[src/hdl/ugbb_ram.sv]
// Generic simple dual-port RAM, one write and one registered read port.
module ugbb_ram #(
    parameter  int WIDTH = 8,
    parameter  int DEPTH = 16,
    localparam int AW    = (DEPTH > 1) ? $clog2(DEPTH) : 1
) (
    input  logic             i_clk,
    input  logic             i_we,
    input  logic [AW-1:0]    i_waddr,
    input  logic [WIDTH-1:0] i_wdata,
    input  logic             i_re,
    input  logic [AW-1:0]    i_raddr,
    output logic [WIDTH-1:0] o_rdata
);

    logic [WIDTH-1:0] r_mem [DEPTH];
    logic [WIDTH-1:0] r_rdata;

    always_ff @(posedge i_clk) begin
        if (i_we) begin
            r_mem[i_waddr] <= i_wdata;
        end
        // hold read data until the next read
        if (i_re) begin
            r_rdata <= r_mem[i_raddr];
        end
    end

    assign o_rdata = r_rdata;

endmodule

[config.mk]
export PLATFORM = sky130hd
export DESIGN_NAME = ugbb_ram
export DESIGN_NICKNAME = d
export VERILOG_FILES = /design/src/hdl/ugbb_ram.sv
export SDC_FILE = /design/constraint.sdc
export NUM_CORES = 1
export LEC_CHECK = 0
export BUFFER_PORTS_ARGS = -buffer_cell sky130_fd_sc_hd__buf_4
export CORE_UTILIZATION = 55
export DETAILED_ROUTE_END_ITERATION = 12
export GPL_TIMING_DRIVEN = 0
export HOLD_SLACK_MARGIN = 0.06
export PLACE_DENSITY = 0.77
export SLEW_MARGIN = 20
export SYNTH_ARGS = -nofsm -noshare
export SYNTH_HDL_FRONTEND = slang
export SYNTH_SLANG_ARGS = --single-unit
export TNS_END_PERCENT = 100
[constraint.sdc]
create_clock -name i_clk -period 2.5 [get_ports i_clk]
set_clock_uncertainty 0.05 [all_clocks]
set_input_delay 0.375 -clock i_clk [delete_from_list [all_inputs] [get_ports i_clk]]
set_output_delay 0.375 -clock i_clk [all_outputs]
set_load 0.02 [all_outputs]
---- After elaboration in Yosys (flattened, before gate mapping) ----
Memories as Yosys holds them, arrays and structs flattened. A register that Yosys moved wholly into a read port is not among the register bits.
Cells that the tools add are included.
word-level totals
  latch bits .............................. 0
  register bits after elaboration ......... 0
  memories ................................ 1
  RAM bits ................................ 128
  ROM bits ................................ 0
  output and inout bits ................... 8
memory list
  name   depth  width  read ports  clocked after Yosys merged registers in  wr ports  RTL line  RTL
  r_mem  16     8      1           1                                        1         16        logic [WIDTH-1:0] r_mem [DEPTH];
cells by class
  equal/unequal tests ..................... 0
  bitwise gates (word level) .............. 0
  multiplexer cells ....................... 2
  multipliers ............................. 0
  shifts and indexed selects .............. 0
  $add $sub $neg .......................... 0
  $lt $le $gt $ge ......................... 0
  reduce and logical (&&, ||, !) cells .... 0
  div/mod/pow operators ................... 0
operator list
  cell     number
  $mux W1  2

---- Depth between registers and ports, before layout ----
Gate-level depths: netlist of the first run.
  depth in word-level cells ............... 2
  gate-level depth with buffers ........... 5
  gate-level depth less buffers ........... 3

---- Least setup slack after synthesis of the first run ----
No wires, ideal clock.
  path kind ............................... input to register
  start point ............................. in i_waddr[2]
  end point ............................... mem r_mem[0][0], enable pin
  required time ........................... 2,067 ps
  stages on the path ...................... 2
  data arrival time ....................... 1,485 ps
  path slack .............................. 582 ps
  cells stage by stage .................... or3b_2 > nor3_1
RTL lines
  element             RTL line  RTL
  start: declaration  9         input logic [AW-1:0] i_waddr,
  end: declaration    16
No word-level cell before the write port.

==> Flow_metrics.wiki, run 1 <==
{| class="wikitable"
! Metric !! Value
|-
| Run status || completed
|-
| Count of clock tree sinks || 136
|-
| Via count of the first global-routing pass || 2512
|-
| Final Core Density || 0.671
|-
| Effective utilization at floorplan || 0.566
|-
| Mean instance size in the synthesized netlist || 22.8 um^2
|-
| Synth Instances || 229
|-
| Chip Height || 99.5 um
|-
| Leftover overflow at the end of global routing || 0
|-
| Post-Place Cell Area || 0.00559 mm^2
|-
| First-pass GRT wire length || 14.9 mm
|-
| Critical Path Sink Type || register
|-
| Count of synthesis-stage warnings from yosys || 0
|-
| Gp weighted congestion || 0.722
|-
| Number of buffers on the longest clock path || 2
|-
| Final setup viols || 0
|-
| Max_slew headroom || 0.461
|-
| Clock latency on the worst-skew pair || 0.51 ns
|-
| Synth area leaders || sky130_fd_sc_hd__edfxtp_1 78%, sky130_fd_sc_hd__mux4_2 7.8%, sky130_fd_sc_hd__mux4_1 7.0%
|-
| Slew at the pin closest to its max-slew limit || 0.806 ns
|-
| Nature of the critical path startpoint || register
|-
| Synthesized net count || 248
|-
| Buffers on Ports || 25
|-
| Power Density || 864 mW/mm^2
|-
| Vias after detailed routing || 2464
|-
| Commonest cells after routing, fill and taps aside || 136 x sky130_fd_sc_hd__edfxtp_1, 26 x sky130_fd_sc_hd__buf_4, 18 x sky130_fd_sc_hd__mux4_2
|-
| Setup total negative slack || 0 ns
|-
| Classification of the worst setup path || reg -> reg
|-
| Area of the core || 0.00924 mm^2
|-
| Post-route standard cell area excluding fillers || 0.00620 mm^2
|-
| Drt wl/cell || 23.8 um
|-
| Final wirelength || 9.90 mm
|-
| Detail Route Antenna Nets || 0
|-
| Site Rows || 35
|-
| Hold Crit Class || in -> reg
|-
| Netlist cell types || 18
|-
| Detailed Routing Iterations Pass 1 || 5
|-
| Pin count of the biggest net entering global routing || 17
|-
| Library cell occupying the most area in the post-synthesis netlist || sky130_fd_sc_hd__edfxtp_1
|-
| GRT Total Usage || 0.224
|-
| Total Die Area || 0.00990 mm^2
|-
| Setup repair after global routing missed its margin || no
|-
| Final hold violation count || 0
|-
| Most frequent standard cell in the layout excluding fill and tap cells || sky130_fd_sc_hd__edfxtp_1
|-
| Die X || 99.5 um
|-
| Seq/Total Area, Yosys || 0.781
|-
| Synthesis-to-finish area growth || 18.6%
|-
| Proportion of layout cells with a drive suffix above 1 || 0.304
|-
| Post-Syn Area || 0.00523 mm^2
|-
| Initial antenna violation count || 0
|-
| Cell count after placement || 383
|-
| Post-layout net count || 292
|-
| Non-filler cells in the finished layout || 415
|-
| Final HPWL DP || 6.00 mm
|-
| PostCTS Resize Cnt || 0
|-
| Crit path max fanout || 1
|-
| TritonCTS clock tree || done
|-
| # diodes || 0
|-
| Static leakage power || 2.07 nW
|-
| Via/cell ratio || 5.94
|-
| Crit path time final || 1.64 ns
|-
| DR DRC count || 0
|-
| Critical Path AT || 1.83 ns
|-
| Number of buffers inserted by hold repair at cts || 0
|-
| CTS Root Buffer Type || sky130_fd_sc_hd__clkbuf_8
|-
| Max-cap violation count || 0
|-
| Number of buffers inserted by post-CTS setup repair || 0
|-
| Number of buffers added by the clock tree synthesis step || 17
|-
| Seq cells post-synth || 136
|-
| Fraction of post-synthesis cell area in the top cell type by area || 0.781
|-
| Initial detailed-routing violation count || 256
|-
| Maximum frequency from static timing analysis || 611 MHz
|-
| Tcrit/Tclk final || 0.655
|-
| Number of max-slew violations in the final report || 0
|-
| I/O pin count || 27
|-
| Worst VDD drop || 501 uV
|-
| CTS H-Tree Depth || 4
|-
| CP required || 2.70 ns
|-
| Clock slew seen by the registers of the worst setup and hold paths || 0.06 ns
|}
## sequential cells by signal, summed over array words and instances, names as in the netlist
| register | cells |
|---|---|
| o_rdata | 8 |
| r_mem | 128 |
## layer usage
layer / GRT usage / part of all wire
met2: 0.336 / 0.50
met5: 0 / 0
met1: 0.314 / 0.42
met3: 0.0569 / 0.061
met4: 0.109 / 0.020
## Yosys cell counts
master                              n
sky130_fd_sc_hd__buf_2              3
sky130_fd_sc_hd__nor2b_1            1
sky130_fd_sc_hd__nand3b_1           2
sky130_fd_sc_hd__clkdlybuf4s25_2    3
sky130_fd_sc_hd__buf_4              1
sky130_fd_sc_hd__mux4_1            14
sky130_fd_sc_hd__nor3_1             4
sky130_fd_sc_hd__nand3_1            1
sky130_fd_sc_hd__or3b_2             1
sky130_fd_sc_hd__mux4_2            18
sky130_fd_sc_hd__and2_1             1
sky130_fd_sc_hd__nor2_1            13
sky130_fd_sc_hd__edfxtp_1         136
sky130_fd_sc_hd__buf_6              3
sky130_fd_sc_hd__nand2b_1           2
sky130_fd_sc_hd__a22oi_1           16
sky130_fd_sc_hd__nand2_1            9
sky130_fd_sc_hd__and2b_1            1
## metrics by stage
stage	setup slack [ns]	total power, mW	hold slack, ns
after floorplan	0.582	2.77	0.424
after global placement	0.0930	2.88	0.602
after detailed placement	0.404	2.89	0.602
after CTS	0.864	5.39	0.0655
after global routing	0.862	5.51	0.0676
final	0.864	5.36	0.0850
## layout make-up
class                           instances  area, um^2
Clock inverter                         12         176
Multi-Input combinational cell         83        1080
Timing Repair Buffer                   25         188
Buffer                                 10        86.3
Tap cell                              129         161
Sequential cell                       136        4080
Clock buffer                           20         425
Fill cell                             548        3040
## worst max-delay path, cell delays in order, from the launching register on
cell and delay [ns]:
sky130_fd_sc_hd__edfxtp_1 0.40, sky130_fd_sc_hd__mux4_2 0.49, sky130_fd_sc_hd__a22oi_1 0.32, sky130_fd_sc_hd__nand2_1 0.12
## report_power, final
group	leakage, nW	total (mW)	internal [mW]	switching, mW
clock network	0.289	2.51	1.62	0.891
logic	0.544	0.267	0.113	0.153
registers	1.24	2.58	2.57	0.0129
## final timing paths
check                                       startpoint                    to  slack [ns]  cells after the start
worst min-delay path                              i_re  o_rdata[1]$_DFFE_PP_        0.08                      1
worst max register to register   r_mem[3][7]$_DFFE_PP_  o_rdata[7]$_DFFE_PP_        0.86                      3
worst min register to register  r_mem[11][2]$_DFFE_PP_  o_rdata[2]$_DFFE_PP_        0.71                      3
worst max-delay path             r_mem[3][7]$_DFFE_PP_  o_rdata[7]$_DFFE_PP_        0.86                      3
## kinds of logic after synthesis
logic type | after synthesis | share of synthesized area
compound gates | 16 | 0.0230
flops | 136 | 0.781
buf+inv | 10 | 0.0165
mux | 32 | 0.148
simple gates | 35 | 0.0314
No activity file was read; power rests on OpenSTA's default activity.
==> run 2: changes to the inputs <==
==> constraint.sdc (replaced) <==
create_clock -name i_clk -period 1.6 [get_ports i_clk]
set_clock_uncertainty 0.05 [all_clocks]
set_input_delay 0.24 -clock i_clk [delete_from_list [all_inputs] [get_ports i_clk]]
set_output_delay 0.24 -clock i_clk [all_outputs]
set_load 0.02 [all_outputs]
==> run 2 against run 1 <==
- sequential share of layout area down 1.3 points
- via count up 0.53%
- largest power group is now the clock network
- highest routed layer unchanged
- sequential power up 56%
- largest cell class unchanged
- non-clock buffer count up 9
==> Flow_metrics.wiki, run 2 (synthesis gave the netlist of run 1 again) <==
{| class="wikitable"
! Metric !! Value
|-
| Cell count after placement || 383 (unchanged)
|-
| Source of the critical timing path || r_mem[4][2]$_DFFE_PP_
|-
| Buffers on Ports || 25 (unchanged)
|-
| CTS H-Tree Depth || 4 (unchanged)
|-
| Drt wl/cell || 23.9 um (+0.12%)
|-
| Register name with the most flops || r_mem
|-
| Origin of the worst min-delay path || i_waddr[0]
|-
| Max-cap violation count || 0 (unchanged)
|-
| Setup total negative slack || 0 ns (unchanged)
|-
| Number of stages on the worst hold path || 2 (+1)
|-
| Commonest cells after routing, fill and taps aside || 136 x sky130_fd_sc_hd__edfxtp_1, 26 x sky130_fd_sc_hd__buf_4, 18 x sky130_fd_sc_hd__mux4_2
|-
| Synthesis-to-finish area growth || 21.0%
|-
| Hold Crit Class || in -> reg
|-
| Max FFs per register || 128 (unchanged)
|-
| Nature of the critical path startpoint || register
|-
| TritonCTS clock tree || done
|-
| Number of max-slew violations in the final report || 0 (unchanged)
|-
| Clock slew seen by the registers of the worst setup and hold paths || 0.06 ns (about the same)
|-
| Most frequent standard cell in the layout excluding fill and tap cells || sky130_fd_sc_hd__edfxtp_1
|-
| Endpoint, Worst Hold || r_mem[12][0]$_DFFE_PP_
|-
| Final setup viols || 0 (unchanged)
|-
| Die X || 99.5 um (unchanged)
|-
| Via count of the first global-routing pass || 2464 (-1.9%)
|-
| Final wirelength || 10.1 mm (+2.3%)
|-
| Vias after detailed routing || 2477 (+0.53%)
|-
| CP required || 1.81 ns (-0.89 ns)
|-
| Number of buffers inserted by post-CTS setup repair || 0 (unchanged)
|-
| Power Density || 1360 mW/mm^2 (+57%)
|-
| Proportion of layout cells with a drive suffix above 1 || 0.308 (+0.00428)
|-
| Clock latency on the worst-skew pair || 0.51 ns (about the same)
|-
| First-pass GRT wire length || 15.2 mm (+1.4%)
|-
| Final hold violation count || 0 (unchanged)
|-
| Number of buffers added by the clock tree synthesis step || 17 (unchanged)
|-
| Total Die Area || 0.00990 mm^2 (unchanged)
|-
| Leftover overflow at the end of global routing || 0 (unchanged)
|-
| Number of buffers on the longest clock path || 2 (unchanged)
|-
| Critical Path AT || 1.75 ns (-0.08 ns)
|-
| Worst reg2reg path depth || 3 (unchanged)
|-
| Post-layout net count || 301 (+3.1%)
|-
| I/O pin count || 27 (unchanged)
|-
| Via/cell ratio || 5.84 (-1.6%)
|-
| Effective utilization at floorplan || 0.566 (unchanged)
|-
| CTS Root Buffer Type || sky130_fd_sc_hd__clkbuf_8
|-
| Crit path max fanout || 1 (unchanged)
|-
| Final HPWL DP || 5.81 mm (-3.2%)
|-
| Worst hold margin || 0.145 ns (+0.0602 ns)
|-
| Classification of the worst setup path || reg -> reg
|-
| Detail Route Antenna Nets || 0 (unchanged)
|-
| Detailed Routing Iterations Pass 1 || 4 (-1)
|-
| # diodes || 0 (unchanged)
|-
| GRT Total Usage || 0.227 (+0.00302)
|-
| Max_slew headroom || 0.469 (+0.00797)
|-
| Area of the core || 0.00924 mm^2 (unchanged)
|-
| Slew at the pin closest to its max-slew limit || 0.794 ns (-0.0119 ns)
|-
| Chip Height || 99.5 um (unchanged)
|-
| Maximum frequency from static timing analysis || 650 MHz (+6.3%)
|-
| Site Rows || 35 (unchanged)
|-
| Worst flop-to-flop path startpoint || r_mem[4][2]$_DFFE_PP_
|-
| Non-filler cells in the finished layout || 424 (+2.2%)
|-
| Critical register-to-register path endpoint || o_rdata[2]$_DFFE_PP_
|-
| Critical Path Sink Type || register
|-
| Initial antenna violation count || 0 (unchanged)
|-
| DR DRC count || 0 (unchanged)
|-
| Worst VDD drop || 879 uV (+75%)
|-
| Tcrit/Tclk final || 0.962 (+0.308)
|-
| Gp weighted congestion || 0.726 (+0.53%)
|-
| Setup repair after global routing missed its margin || no
|-
| Run status || completed
|-
| Static leakage power || 2.12 nW (+2.5%)
|-
| Slack of the worst reg-to-reg path || 0.06 ns (-0.80 ns)
|-
| Initial detailed-routing violation count || 224 (-13%)
|-
| Pin count of the biggest net entering global routing || 17 (unchanged)
|-
| Count of clock tree sinks || 136 (unchanged)
|-
| Crit path time final || 1.54 ns (-0.0968 ns)
|}
[run 2: cell type report]
type | count | area (um^2)
clock inverters | 13 | 203
multi-input cells | 83 | 1090
fillers | 568 | 2910
well taps | 129 | 161
plain buffers | 10 | 86.3
flip-flops and latches | 136 | 4080
clock buffers | 19 | 422
repair buffers | 34 | 278
[run 2: repair_timing]
action | CTS | global route
hold endpoints to repair | 136 | 0
setup endpoints to repair | 0 | 3
hold buffers | 9 | 0
gates resized for setup | 0 | 3
[run 2: where the power goes]
group | internal (mW) | switching (mW)
logic | 0.194 | 0.250
registers | 4.02 | 0.0198
clock network | 2.68 | 1.43
[run 2: how the worst max path moves through the flow]
stage	to	slack, ns	depth (start not counted)
final	o_rdata[2]$_DFFE_PP_	0.06	3
after global routing	o_rdata[2]$_DFFE_PP_	0.02	3
after CTS	o_rdata[7]$_DFFE_PP_	0.006	3
after detailed placement	r_mem[2][0]$_DFFE_PP_	-0.35	3
after global placement	r_mem[8][1]$_DFFE_PP_	-0.48	3
after floorplan	o_rdata[1]$_DFFE_PP_	0.03	5
[run 2: metal layers]
layer / up-vias / routed length (um) / track usage
met4: 0 / 114 / 0.0747
li1: 1089 / - / -
met2: 132 / 5110 / 0.349
met5: - / 0 / 0
met1: 1246 / 4050 / 0.320
met3: 10 / 845 / 0.0654
[run 2: through the flow]
step,total power [mW],area [um^2],util,setup slack (ns)
after floorplan,4.33,5230,-,0.0276
after global placement,4.50,5580,0.604,-0.477
after detailed placement,4.52,5590,0.605,-0.351
after CTS,8.61,6310,0.682,0.00632
after global routing,8.79,6330,0.685,0.0172
final,8.58,6330,0.685,0.0604
[run 2: critical path, cell delays in order, from the launching register on]
cell,delay [ns]
sky130_fd_sc_hd__edfxtp_1,0.36
sky130_fd_sc_hd__mux4_1,0.54
sky130_fd_sc_hd__a22oi_1,0.24
sky130_fd_sc_hd__nand2_1,0.08
==> run 3: changes to the inputs <==
--- a/config.mk
+++ b/config.mk
@@ -6,11 +6,13 @@
 export NUM_CORES = 1
 export LEC_CHECK = 0
 export BUFFER_PORTS_ARGS = -buffer_cell sky130_fd_sc_hd__buf_4
-export CORE_UTILIZATION = 55
+export CELL_PAD_IN_SITES_DETAIL_PLACEMENT = 0
+export CELL_PAD_IN_SITES_GLOBAL_PLACEMENT = 1
+export CORE_UTILIZATION = 53
 export DETAILED_ROUTE_END_ITERATION = 12
 export GPL_TIMING_DRIVEN = 0
 export HOLD_SLACK_MARGIN = 0.06
-export PLACE_DENSITY = 0.77
+export PLACE_DENSITY_LB_ADDON = 0.1
 export SLEW_MARGIN = 20
 export SYNTH_ARGS = -nofsm -noshare
 export SYNTH_HDL_FRONTEND = slang
==> run 3 against run 2 <==
- sequential share of layout area grew 0.53 points
- final cell count stayed put
- clock-buffer cell count stayed put
- worst hold slack got worse by 0.0084 ns
- cell area is 0.81% lower
- routed wire length is 5.4% lower
- non-clock buffer count stayed put
- utilization down 1.8 points
- first-iteration DRC count decreased by 3.6%
- register-to-register slack worse by 0.02 ns
- largest cell class unchanged
- largest power group is now registers
==> Flow_metrics.wiki, run 3 (synthesis gave the netlist of run 1 again) <==
{| class="wikitable"
! Metric !! Value
|-
| Final setup viols || 0 (unchanged)
|-
| Run status || completed
|-
| Worst VDD drop || 813 uV (-7.6%)
|-
| Setup repair after global routing missed its margin || no
|-
| Final wirelength || 9.58 mm (-5.4%)
|-
| CTS H-Tree Depth || 4 (unchanged)
|-
| First-pass GRT wire length || 14.6 mm (-3.5%)
|-
| Critical Path AT || 1.76 ns (about the same)
|-
| Crit path max fanout || 1 (unchanged)
|-
| Effective utilization at floorplan || 0.555 (-0.0105)
|-
| Hold Crit Class || in -> reg
|-
| Number of buffers inserted by post-CTS setup repair || 0 (unchanged)
|-
| Via count of the first global-routing pass || 2441 (-0.93%)
|-
| Gp weighted congestion || 0.704 (-3.1%)
|-
| Vias after detailed routing || 2409 (-2.7%)
|-
| Slew at the pin closest to its max-slew limit || 0.833 ns (+0.0396 ns)
|-
| Leftover overflow at the end of global routing || 0 (unchanged)
|-
| Cells traversed along the worst timing path || mux4_1 > a22oi_1 > nand2_1
|-
| Die X || 101 um (+1.8%)
|-
| Commonest cells after routing, fill and taps aside || 136 x sky130_fd_sc_hd__edfxtp_1, 26 x sky130_fd_sc_hd__buf_4, 19 x sky130_fd_sc_hd__mux4_2
|-
| Register name with the most flops || r_mem
|-
| Maximum frequency from static timing analysis || 640 MHz (-1.5%)
|-
| Chip Height || 101 um (+1.8%)
|-
| Total Die Area || 0.0103 mm^2 (+3.7%)
|-
| Site Rows || 35 (unchanged)
|-
| Buffers on Ports || 25 (unchanged)
|-
| Initial detailed-routing violation count || 216 (-3.6%)
|-
| Drt wl/cell || 22.6 um (-5.4%)
|-
| Static leakage power || 2.08 nW (-1.8%)
|-
| Number of buffers on the longest clock path || 2 (unchanged)
|-
| Clock slew seen by the registers of the worst setup and hold paths || 0.06 ns (about the same)
|-
| Top Family by Delay on Critical Path || multiplexers
|-
| TritonCTS clock tree || done
|-
| Final HPWL DP || 5.99 mm (+3.2%)
|-
| I/O pin count || 27 (unchanged)
|-
| # diodes || 0 (unchanged)
|-
| DR DRC count || 0 (unchanged)
|-
| Max-cap violation count || 0 (unchanged)
|-
| Count of clock tree sinks || 136 (unchanged)
|-
| CP required || 1.80 ns (about the same)
|-
| Crit path buf inv count || 0 (unchanged)
|-
| Clock latency on the worst-skew pair || 0.51 ns (about the same)
|-
| GRT Total Usage || 0.212 (-0.0148)
|-
| Classification of the worst setup path || reg -> reg
|-
| Proportion of layout cells with a drive suffix above 1 || 0.308 (unchanged)
|-
| Pin count of the biggest net entering global routing || 17 (unchanged)
|-
| Number of buffers added by the clock tree synthesis step || 17 (unchanged)
|-
| Detailed Routing Iterations Pass 1 || 4 (unchanged)
|-
| Max_slew headroom || 0.442 (-0.0265)
|-
| Max FFs per register || 128 (unchanged)
|-
| Power Density || 1310 mW/mm^2 (-3.6%)
|-
| Detail Route Antenna Nets || 0 (unchanged)
|-
| Number of max-slew violations in the final report || 0 (unchanged)
|-
| Post-Place Cell Area || 0.00560 mm^2 (about the same)
|-
| Cell count after placement || 383 (unchanged)
|-
| Nature of the critical path startpoint || register
|-
| Largest incremental delay on the critical path || 0.56 ns (+0.02 ns)
|-
| Area of the core || 0.00942 mm^2 (+1.9%)
|-
| Cell type of the slowest stage on the worst timing path || sky130_fd_sc_hd__mux4_1
|-
| CTS Root Buffer Type || sky130_fd_sc_hd__clkbuf_8
|-
| Via/cell ratio || 5.68 (-2.7%)
|-
| Critical Path Sink Type || register
|-
| Tcrit/Tclk final || 0.977 (+0.0149)
|-
| Final hold violation count || 0 (unchanged)
|-
| Post-layout net count || 301 (unchanged)
|-
| Crit path time final || 1.56 ns (+0.0239 ns)
|-
| Post-route standard cell area excluding fillers || 0.00627 mm^2 (-0.81%)
|-
| Initial antenna violation count || 0 (unchanged)
|-
| Non-filler cells in the finished layout || 424 (unchanged)
|-
| Synthesis-to-finish area growth || 20.0%
|-
| Most frequent standard cell in the layout excluding fill and tap cells || sky130_fd_sc_hd__edfxtp_1
|}
-- run 3: cell types whose count changed in the layout (fill, tap and decap cells not counted) --
| cell | before | now |
|---|---|---|
| sky130_fd_sc_hd__mux4_1 | 14 | 13 |
| sky130_fd_sc_hd__mux4_2 | 18 | 19 |
| sky130_fd_sc_hd__clkinv_4 | 2 | 1 |
| sky130_fd_sc_hd__clkinv_1 | 0 | 1 |
| sky130_fd_sc_hd__bufinv_16 | 5 | 3 |
| sky130_fd_sc_hd__clkinv_2 | 4 | 3 |
| sky130_fd_sc_hd__clkinvlp_4 | 2 | 5 |
-- run 3: metal layers --
| layer | global-route usage | vias up | share of wire |
|---|---|---|---|
| met5 | 0 | - | 0 |
| met4 | 0.0635 | 0 | 0.0021 |
| met3 | 0.0518 | 2 | 0.070 |
| met1 | 0.320 | 1245 | 0.45 |
| met2 | 0.314 | 75 | 0.48 |
| li1 | - | 1087 | - |
-- run 3: through the flow --
| stage | TNS [ns] | hold WS, ns | util | power [mW] | setup slack [ns] |
|---|---|---|---|---|---|
| final | 0 | 0.137 | 0.666 | 8.21 | 0.0365 |
| after global routing | 0 | 0.130 | 0.666 | 8.46 | 0.000734 |
| after CTS | 0 | 0.107 | 0.666 | 8.27 | 0.0127 |
| after detailed placement | -21.01 | 0.477 | 0.594 | 4.53 | -0.403 |
| after global placement | -27.37 | 0.476 | 0.593 | 4.52 | -0.497 |
| after floorplan | 0 | 0.289 | - | 4.33 | 0.0276 |
-- run 3: final timing paths --
path / from / to / slack, ns / cells past startpoint
worst max register to register: r_mem[5][1]$_DFFE_PP_ / o_rdata[1]$_DFFE_PP_ / 0.04 / 3
worst min register to register: r_mem[8][1]$_DFFE_PP_ / o_rdata[1]$_DFFE_PP_ / 0.71 / 3
worst min-delay path: i_waddr[0] / r_mem[4][4]$_DFFE_PP_ / 0.14 / 2
worst max-delay path: r_mem[5][1]$_DFFE_PP_ / o_rdata[1]$_DFFE_PP_ / 0.04 / 3
-- run 3: area by class of cell --
cell class              count  area [um^2]
repair buffers             34          278
flip-flops and latches    136         4080
plain buffers              10         86.3
clock buffers              19          422
well taps                 129          161
fillers                   615         3140
multi-input cells          83         1090
clock inverters            13          155
-- run 3: timing repair --
action                     4_1_cts  5_1_grt
pin swaps                        0        0
hold buffers                     9        0
setup endpoints to repair        2        2
hold endpoints to repair       136        0
gates resized for setup          2        2
-- run 3: power by group --
| group | internal, mW | switching (mW) |
|---|---|---|
| clock | 2.36 | 1.38 |
| sequential | 4.02 | 0.0173 |
| combinational | 0.194 | 0.247 |
